<file path="config.mk">
export PLATFORM = sky130hd
export DESIGN_NAME = bounded_key_set_table_core
export DESIGN_NICKNAME = d
export VERILOG_FILES = /design/src/sv/bkst_pkg.sv /design/src/sv/bkst_ram.sv /design/src/sv/bounded_key_set_table_core.sv
export SDC_FILE = /design/constraint.sdc
export NUM_CORES = 2
export LEC_CHECK = 0
export ABC_AREA = 1
export BUFFER_PORTS_ARGS = -buffer_cell sky130_fd_sc_hd__buf_2
export CAP_MARGIN = 5
export CORE_UTILIZATION = 50
export CTS_CLUSTER_DIAMETER = 100
export DETAILED_ROUTE_END_ITERATION = 12
export GPL_TIMING_DRIVEN = 1
export PLACE_DENSITY = 0.65
export SLEW_MARGIN = 20
export SYNTH_ARGS = -nofsm -noshare
export SYNTH_HDL_FRONTEND = slang
export SYNTH_SLANG_ARGS = --single-unit
</file>
<file path="constraint.sdc">
create_clock -name clk -period 12.9 [get_ports clk]
set_input_delay 1.935 -clock clk [delete_from_list [all_inputs] [get_ports clk]]
set_output_delay 1.935 -clock clk [all_outputs]
set_load 0.05 [all_outputs]
</file>
<file path="src/sv/bkst_pkg.sv">
`default_nettype none

package bkst_pkg;

	localparam int CAPACITY = 128;
	localparam int KEY_BITS = 16;

	localparam int IDX_W = (CAPACITY > 1) ? $clog2(CAPACITY) : 1;
	localparam int CNT_W = $clog2(CAPACITY + 1);
	localparam int CFG_W = 8;
	localparam int CMP_W = (CNT_W > CFG_W) ? CNT_W : CFG_W;

	localparam logic [CFG_W-1:0] MAX_ENTRIES_RST = CFG_W'(100);

	typedef enum logic [1:0] {
		MODE_ADD    = 2'd0,
		MODE_REMOVE = 2'd1,
		MODE_TOGGLE = 2'd2,
		MODE_QUERY  = 2'd3
	} mode_t;

	typedef enum logic [2:0] {
		ST_ADDED    = 3'd0,
		ST_REMOVED  = 3'd1,
		ST_DUP      = 3'd2,
		ST_FULL     = 3'd3,
		ST_NOTFOUND = 3'd4,
		ST_PRESENT  = 3'd5,
		ST_ABSENT   = 3'd6
	} status_t;

	typedef enum logic [3:0] {
		FSM_IDLE  = 4'b0001,
		FSM_SCAN  = 4'b0010,
		FSM_SHIFT = 4'b0100,
		FSM_DONE  = 4'b1000
	} fsm_t;

endpackage

`default_nettype wire

</file>
<file path="src/sv/bkst_ram.sv">
`default_nettype none

module bkst_ram #(
	parameter int WIDTH = 16,
	parameter int DEPTH = 128
) (
	input  wire logic                                        clk,
	input  wire logic                                        we,
	input  wire logic [((DEPTH > 1) ? $clog2(DEPTH) : 1)-1:0] waddr,
	input  wire logic [WIDTH-1:0]                            wdata,
	input  wire logic                                        re,
	input  wire logic [((DEPTH > 1) ? $clog2(DEPTH) : 1)-1:0] raddr,
	output      logic [WIDTH-1:0]                            rdata
);

	logic [WIDTH-1:0] mem_q [DEPTH];

	always_ff @(posedge clk) begin
		if (we) begin
			mem_q[waddr] <= wdata;
		end
		if (re) begin
			rdata <= mem_q[raddr];
		end
	end

endmodule

`default_nettype wire

</file>
<file path="src/sv/bounded_key_set_table_core.sv">
`default_nettype none

// bounded key set table: holds a packed list of up to CAPACITY distinct keys in a single-port-read
// RAM and serves one request transaction at a time (add, remove, toggle, query), answering each
// with one result transaction carrying a status code and the entry count after the request.
// adds are refused with "full" once the count reaches min(max_entries, CAPACITY); the limit is
// checked before the duplicate search. an add to a full table goes straight to the done state
// without a scan; any other request scans the list one entry per cycle through the RAM read
// port, and a removal then moves the later entries down one per cycle. the RAM read port is the
// shared unit that paces both passes. s_tready is high only while the sequencer is idle; a
// finished result waits in the output register, and the next request is taken as soon as that
// result has been handed over or is held there. no clearing pass is needed after reset: only
// entries below the count are ever read.

module bounded_key_set_table_core (
	input  wire logic        clk,
	input  wire logic        arst_n,
	// configuration: max_entries
	input  wire logic        cfg_wen,
	input  wire logic [7:0]  cfg_wdata,
	// request stream, tdata: mode[1:0], key[17:2], zero[23:18]
	input  wire logic        s_tvalid,
	output      logic        s_tready,
	input  wire logic [23:0] s_tdata,
	// result stream, tdata: status[2:0], entry_count[10:3], zero[15:11]
	output      logic        m_tvalid,
	input  wire logic        m_tready,
	output      logic [15:0] m_tdata
);

	import bkst_pkg::*;

	// sequencer and request registers
	fsm_t                state_q;
	mode_t               mode_q;
	logic [KEY_BITS-1:0] key_q;
	status_t             res_q;

	// table state
	logic [CNT_W-1:0]    count_q;
	logic [CFG_W-1:0]    max_entries_q;

	// read pointer and the read in flight from the registered RAM read port
	logic [CNT_W-1:0]    idx_q;
	logic                vld_s1;
	logic [IDX_W-1:0]    idx_s1;

	// output register
	logic                m_tvalid_q;
	logic [15:0]         m_tdata_q;

	// RAM ports
	logic                ram_we;
	logic [IDX_W-1:0]    ram_waddr;
	logic [KEY_BITS-1:0] ram_wdata;
	logic                ram_re;
	logic [KEY_BITS-1:0] ram_rdata;

	// derived control
	logic [CMP_W-1:0]    cnt_ext;
	logic [CMP_W-1:0]    limit;
	logic                full;
	logic                more;
	logic                hit;
	logic                walk_end;
	logic                append;
	logic                out_free;

	assign cnt_ext  = CMP_W'(count_q);
	assign limit    = (CMP_W'(max_entries_q) > CMP_W'(CAPACITY))
		? CMP_W'(CAPACITY) : CMP_W'(max_entries_q);
	assign full     = (cnt_ext >= limit);
	assign more     = (idx_q < count_q);
	assign hit      = vld_s1 && (ram_rdata == key_q);
	// nothing left to issue and nothing in flight
	assign walk_end = !vld_s1 && !more;
	// append on a miss: add (limit already checked at accept) or toggle with room
	assign append   = (mode_q == MODE_ADD) || ((mode_q == MODE_TOGGLE) && !full);
	assign out_free = !m_tvalid_q || m_tready;

	assign s_tready = (state_q == FSM_IDLE);
	assign m_tvalid = m_tvalid_q;
	assign m_tdata  = m_tdata_q;

	// one read per cycle while scanning or shifting, as long as entries below the count remain
	assign ram_re = ((state_q == FSM_SCAN) || (state_q == FSM_SHIFT)) && more;

	always_comb begin
		ram_we    = 1'b0;
		ram_waddr = count_q[IDX_W-1:0];
		ram_wdata = key_q;
		if (state_q == FSM_SHIFT) begin
			// entry just read moves down one place
			ram_we    = vld_s1;
			ram_waddr = idx_s1 - IDX_W'(1);
			ram_wdata = ram_rdata;
		end else if (state_q == FSM_SCAN) begin
			// miss: new key goes to the end of the list
			ram_we    = !hit && walk_end && append;
		end
	end

	bkst_ram #(
		.WIDTH (KEY_BITS),
		.DEPTH (CAPACITY)
	) u_store (
		.clk   (clk),
		.we    (ram_we),
		.waddr (ram_waddr),
		.wdata (ram_wdata),
		.re    (ram_re),
		.raddr (idx_q[IDX_W-1:0]),
		.rdata (ram_rdata)
	);

	always_ff @(posedge clk or negedge arst_n) begin
		if (!arst_n) begin
			state_q       <= FSM_IDLE;
			mode_q        <= MODE_ADD;
			key_q         <= '0;
			res_q         <= ST_ADDED;
			count_q       <= '0;
			max_entries_q <= MAX_ENTRIES_RST;
			idx_q         <= '0;
			vld_s1        <= 1'b0;
			idx_s1        <= '0;
			m_tvalid_q    <= 1'b0;
			m_tdata_q     <= '0;
		end else begin
			if (cfg_wen) begin
				max_entries_q <= cfg_wdata;
			end

			// result taken downstream; the done state reloads it itself
			if (m_tvalid_q && m_tready && (state_q != FSM_DONE)) begin
				m_tvalid_q <= 1'b0;
			end

			unique case (state_q)
				FSM_IDLE: begin
					if (s_tvalid) begin
						mode_q <= mode_t'(s_tdata[1:0]);
						key_q  <= s_tdata[2 +: KEY_BITS];
						idx_q  <= '0;
						vld_s1 <= 1'b0;
						// full is answered before any duplicate search
						if ((mode_t'(s_tdata[1:0]) == MODE_ADD) && full) begin
							res_q   <= ST_FULL;
							state_q <= FSM_DONE;
						end else begin
							state_q <= FSM_SCAN;
						end
					end
				end

				FSM_SCAN: begin
					if (hit) begin
						unique case (mode_q)
							MODE_ADD: begin
								res_q   <= ST_DUP;
								state_q <= FSM_DONE;
							end
							MODE_REMOVE, MODE_TOGGLE: begin
								// close the gap, starting with the entry after the match
								idx_q   <= CNT_W'(idx_s1) + CNT_W'(1);
								vld_s1  <= 1'b0;
								state_q <= FSM_SHIFT;
							end
							MODE_QUERY: begin
								res_q   <= ST_PRESENT;
								state_q <= FSM_DONE;
							end
							default: begin
								state_q <= FSM_DONE;
							end
						endcase
					end else if (walk_end) begin
						unique case (mode_q)
							MODE_ADD: begin
								count_q <= count_q + CNT_W'(1);
								res_q   <= ST_ADDED;
							end
							MODE_REMOVE: begin
								res_q <= ST_NOTFOUND;
							end
							MODE_TOGGLE: begin
								if (full) begin
									res_q <= ST_FULL;
								end else begin
									count_q <= count_q + CNT_W'(1);
									res_q   <= ST_ADDED;
								end
							end
							MODE_QUERY: begin
								res_q <= ST_ABSENT;
							end
							default: begin
								res_q <= ST_ABSENT;
							end
						endcase
						state_q <= FSM_DONE;
					end else begin
						vld_s1 <= ram_re;
						idx_s1 <= idx_q[IDX_W-1:0];
						if (ram_re) begin
							idx_q <= idx_q + CNT_W'(1);
						end
					end
				end

				FSM_SHIFT: begin
					if (walk_end) begin
						count_q <= count_q - CNT_W'(1);
						res_q   <= ST_REMOVED;
						state_q <= FSM_DONE;
					end else begin
						vld_s1 <= ram_re;
						idx_s1 <= idx_q[IDX_W-1:0];
						if (ram_re) begin
							idx_q <= idx_q + CNT_W'(1);
						end
					end
				end

				FSM_DONE: begin
					// hand the result to the output register once it is free
					if (out_free) begin
						m_tvalid_q <= 1'b1;
						m_tdata_q  <= {5'd0, cnt_ext[7:0], res_q};
						state_q    <= FSM_IDLE;
					end
				end

				default: begin
					state_q <= FSM_IDLE;
				end
			endcase
		end
	end

`ifndef SYNTHESIS
	// the count never passes the capacity
	a_count_bound: assert property (@(posedge clk) disable iff (!arst_n)
		CMP_W'(count_q) <= CMP_W'(CAPACITY))
		else $error("entry count above capacity");

	// the store is written only while scanning or shifting
	a_write_phase: assert property (@(posedge clk) disable iff (!arst_n)
		ram_we |-> ((state_q == FSM_SCAN) || (state_q == FSM_SHIFT)))
		else $error("store written outside scan or shift");

	// an accepted request leaves the idle state
	a_accept_busy: assert property (@(posedge clk) disable iff (!arst_n)
		(s_tvalid && s_tready) |=> (state_q != FSM_IDLE))
		else $error("request accepted but sequencer stayed idle");

	// during a shift the count only changes on the way out, by one
	a_shift_count: assert property (@(posedge clk) disable iff (!arst_n)
		(state_q == FSM_SHIFT) |=> ((count_q == $past(count_q))
			|| ((state_q == FSM_DONE) && (count_q == $past(count_q) - CNT_W'(1)))))
		else $error("count changed unexpectedly during shift");

	// a new result is loaded only when the output register was free
	a_out_load: assert property (@(posedge clk) disable iff (!arst_n)
		((state_q == FSM_DONE) && !out_free) |=> (state_q == FSM_DONE))
		else $error("result left done state while output was held");
`endif

endmodule

`default_nettype wire

</file>
==> flow_summary.yaml <==
clock_tree:
  clock_sinks: 2133
  cts_tree: "built"
  root_buffer: "clkbuf_16"
  cts_max_path_buffers: 3
  cts_buffers: 212
  cts_htree_levels: 4
  cts_hold_buf: 0
  cts_resized: 0
  clkTransAtPathRegs_ns: 0.06
  insertion_delay_ns: 0.85
  post-cts-setup-buffers: 0
power_and_ir_drop:
  ir_worst_vdd_mv: 0.159
  p_per_area_mw_per_mm2: 184
  p_leak_nw: 32.4
flow_run:
  max_cap_viol_count: 0
placed_design:
  place_ws_ns: 7.79
  placed_cell_area_mm2: 0.0896
  gp_congestion: 0.879
  hpwl_mm: 125
  io_buffers: 43
logic_synthesis:
  synth_edf_count: 2064
  synth_simple_gate_area_frac: 0.117
  yosys_warnings: 0
  synth_area_per_cell_um2: 12.2
  synth_cell_types: 46
  synthMuxAreaShare: 0.00291
  ys_seq_elements: 2133
  synthXorXnorAreaFrac: 0.00192
  synth-adder-area-share: 0.00426
  synth_cells: 7110
  synth_compound_area_frac: 0.107
  synth_top_family_by_area: "simple AND/OR/NAND/NOR gates"
  netlist_area_mm2: 0.0868
  synthFlopType: "edfxtp_1"
  async_flop_share: 0.0323
  seq_area_frac_synth: 0.734
setup_path:
  crit_type: "reg -> reg"
  critPathLaunchType: "flop"
  cp_cell_sequence: "inv_8 > nand2_1 > nand2_1 > nand2_1 > nand2_1 > nand2_1 > nand2_1 > nand2_2 > nand2_1 > o22ai_2 > nand2_1 > buf_4 > nor2_2"
  cp.required_ns: 13.35
  regToRegSetupSlack_ns: 7.61
  max_stage_delay_ns: 1.02
  arrival_ns: 5.75
  crit_path_frequent_cell: "nand2_1"
  cp_slowest_cell: "nand2_1"
  end_kind: "flop"
  crit_fanout: 110
sta:
  timing.final.crit_share: 0.410
  finalHoldViolations: 0
  fin_setup_tns_ns: 0
  fin_crit_ns: 5.29
  setup_viol: 0
  rsz0062_at_grt: "no"
  max_slew.worst_pin.slew_ns: 1.28
  max_freq_ghz: 0.189
  slew_headroom: 0.147
  setup_ws_ns: 7.61
  skew_ns: 0.0401
  slew_violations: 0
run_status:
  status: "completed"
drt:
  drc: 0
  viasPerCell: 5.88
  detail_route.wl_per_cell_um: 24.1
  routed_wl_mm: 231
  drt_iter0_drc: 7340
  antenna_left: 0
  vias: 56530
  first_pass_iters: 6
floorplan:
  dieArea_mm2: 0.175
  start_util: 0.505
  io_pins: 55
  die_x_um: 419
  core_mm2: 0.172
  die_y_um: 419
  fp-row-count: 152
global_routing:
  grt_overflow_total: 0
  grt_first_pass_wirelength_mm: 340
  first_global_vias: 52873
  grt_use_total: 0.261
  antenna_found_initial: 6
  grt_max_degree: 201
finish:
  area_delta_synth_final_pct: 10.8
  fin_nets: 7196
  drive_gt1_frac: 0.0824
  post-route-cell-area_mm2: 0.0963
worst_hold_path:
  hp-class: "reg -> reg"
## critical path: cells and delay by family (launching register included)
family | cells | cell delay (ns)
buf+inv | 2 | 0.88
simple gates | 10 | 2.58
compound gates | 1 | 0.66
flops | 1 | 0.76
## synthesized netlist by cell type (2+ instances only)
cell type,count,share of area
mux2i_1,14,0.0016
buf_6,17,0.0022
buf_4,61,0.0053
mux2_2,10,0.0013
o22ai_2,2,0.00029
o211ai_1,221,0.019
o21ai_1,33,0.0019
nor2_2,2,0.00014
clkinv_1,3,0.00013
a22oi_1,31,0.0027
nand3_1,259,0.015
buf_8,3,0.00052
dfrtp_1,65,0.019
or2_2,2,0.00014
nor4_1,2,0.00014
edfxtp_1,2064,0.71
nand3b_1,4,0.00035
xor2_1,15,0.0015
inv_1,156,0.0067
nor2_1,1677,0.072
nor3_1,3,0.00017
inv_2,4,0.00017
o22ai_1,145,0.010
nand4_1,11,0.00079
ha_1,28,0.0040
nand2_2,4,0.00029
buf_2,132,0.0076
clkbuf_2,2,0.00012
clkbuf_1,203,0.0088
xnor2_1,4,0.00040
nand2_1,636,0.027
buf_1,33,0.0014
a21oi_1,106,0.0061
dfstp_2,4,0.0012
o21ai_0,1143,0.066
## kinds of logic after synthesis
logic type               count (synthesis)
AO/OA/AOI/OAI                         1687
flip-flops                            2133
AND/OR/NAND/NOR                       2603
XOR/XNOR                                19
adder cells (fa/ha/maj)                 29
multiplexers                            24
buffers and inverters                  614
other                                    1
## path summary, 6_finish.rpt
check	start	endpoint	depth (start not counted)
setup / recovery	idx_q[0]	u_store.mem_q[96][3]	13
hold / removal	m_tdata[4]	m_tdata[4]	2
setup reg to reg	idx_q[0]	u_store.mem_q[96][3]	13
hold reg to reg	m_tdata[4]	m_tdata[4]	2
max in group asynchronous	arst_n	idx_q[2]	2
min in group asynchronous	arst_n	cnt_ext[4]	2
## placed cells by master, fill, tap and decap left out, types with 5 or more instances in the layout
cell type  synthesis  layout
conb_1             1       5
ha_1              28      28
clkbuf_1         203      62
nor2_1          1677    1667
clkinv_1           3      47
buf_4             61     202
o21ai_0         1143    1128
xor2_1            15      15
dfrtp_1           65      61
nand2_1          636     632
clkbuf_16          0     213
nand3_1          259     259
o22ai_1          145     145
o21ai_4            0      15
o211ai_1         221     221
bufinv_16          0      14
buf_2            132      43
o21ai_1           33      33
a21oi_1          106     106
nand2_2            4       7
inv_1            156     153
clkinv_2           0      36
nand4_1           11      11
mux2i_1           14      14
edfxtp_1        2064    2064
a22oi_1           31      31
nor2_2             2      10
mux2_2            10      10
## stage by stage
step / power, mW / utilization / hold WS (ns) / cells
global placement: 11.8 / 0.520 / 0.461 / 9224
floorplan: 10.6 / - / 0.460 / 7114
finish: 17.7 / 0.559 / 0.477 / 9614
global route: 18.2 / 0.559 / 0.507 / 9613
detailed placement: 11.9 / 0.520 / 0.469 / 9224
CTS: 17.7 / 0.559 / 0.482 / 9611
## layout make-up
cell class                 count  area, µm²
fill                       13905      75900
sequential                  2133      63700
multi-input combinational   4367      20500
clock buffer                 277       5590
tap                         2310       2890
timing repair buffer         253       1890
clock inverter               110       1020
inverter                     163        632
antenna                        1       2.50
## flip-flops by register name, summed over array words and instances, names as in the netlist
name           flops
u_store.mem_q   2048
key_q             16
u_store.rdata     16
m_tdata           11
cnt_ext            8
idx_q              8
max_entries_q      8
idx_s1             7
state_q            4
res_q              3
mode_q             2
m_tvalid           1
vld_s1             1
## power by group
group	switching, mW	leakage [nW]	internal, mW
Combinational	2.59	9.96	0.521
Clock	2.60	3.23	3.33
Sequential	0.0683	19.3	8.63
## layer usage
| layer | track usage | wire length (µm) | vias to the layer above | share of wire |
|---|---|---|---|---|
| li1 | - | - | 25558 | - |
| met3 | 0.0452 | 21600 | 448 | 0.093 |
| met1 | 0.368 | 94000 | 27844 | 0.41 |
| met5 | 0 | 30 | - | 0.00013 |
| met4 | 0.0920 | 8030 | 4 | 0.035 |
| met2 | 0.409 | 108000 | 2676 | 0.47 |
No activity file was read; power rests on OpenSTA's default activity.
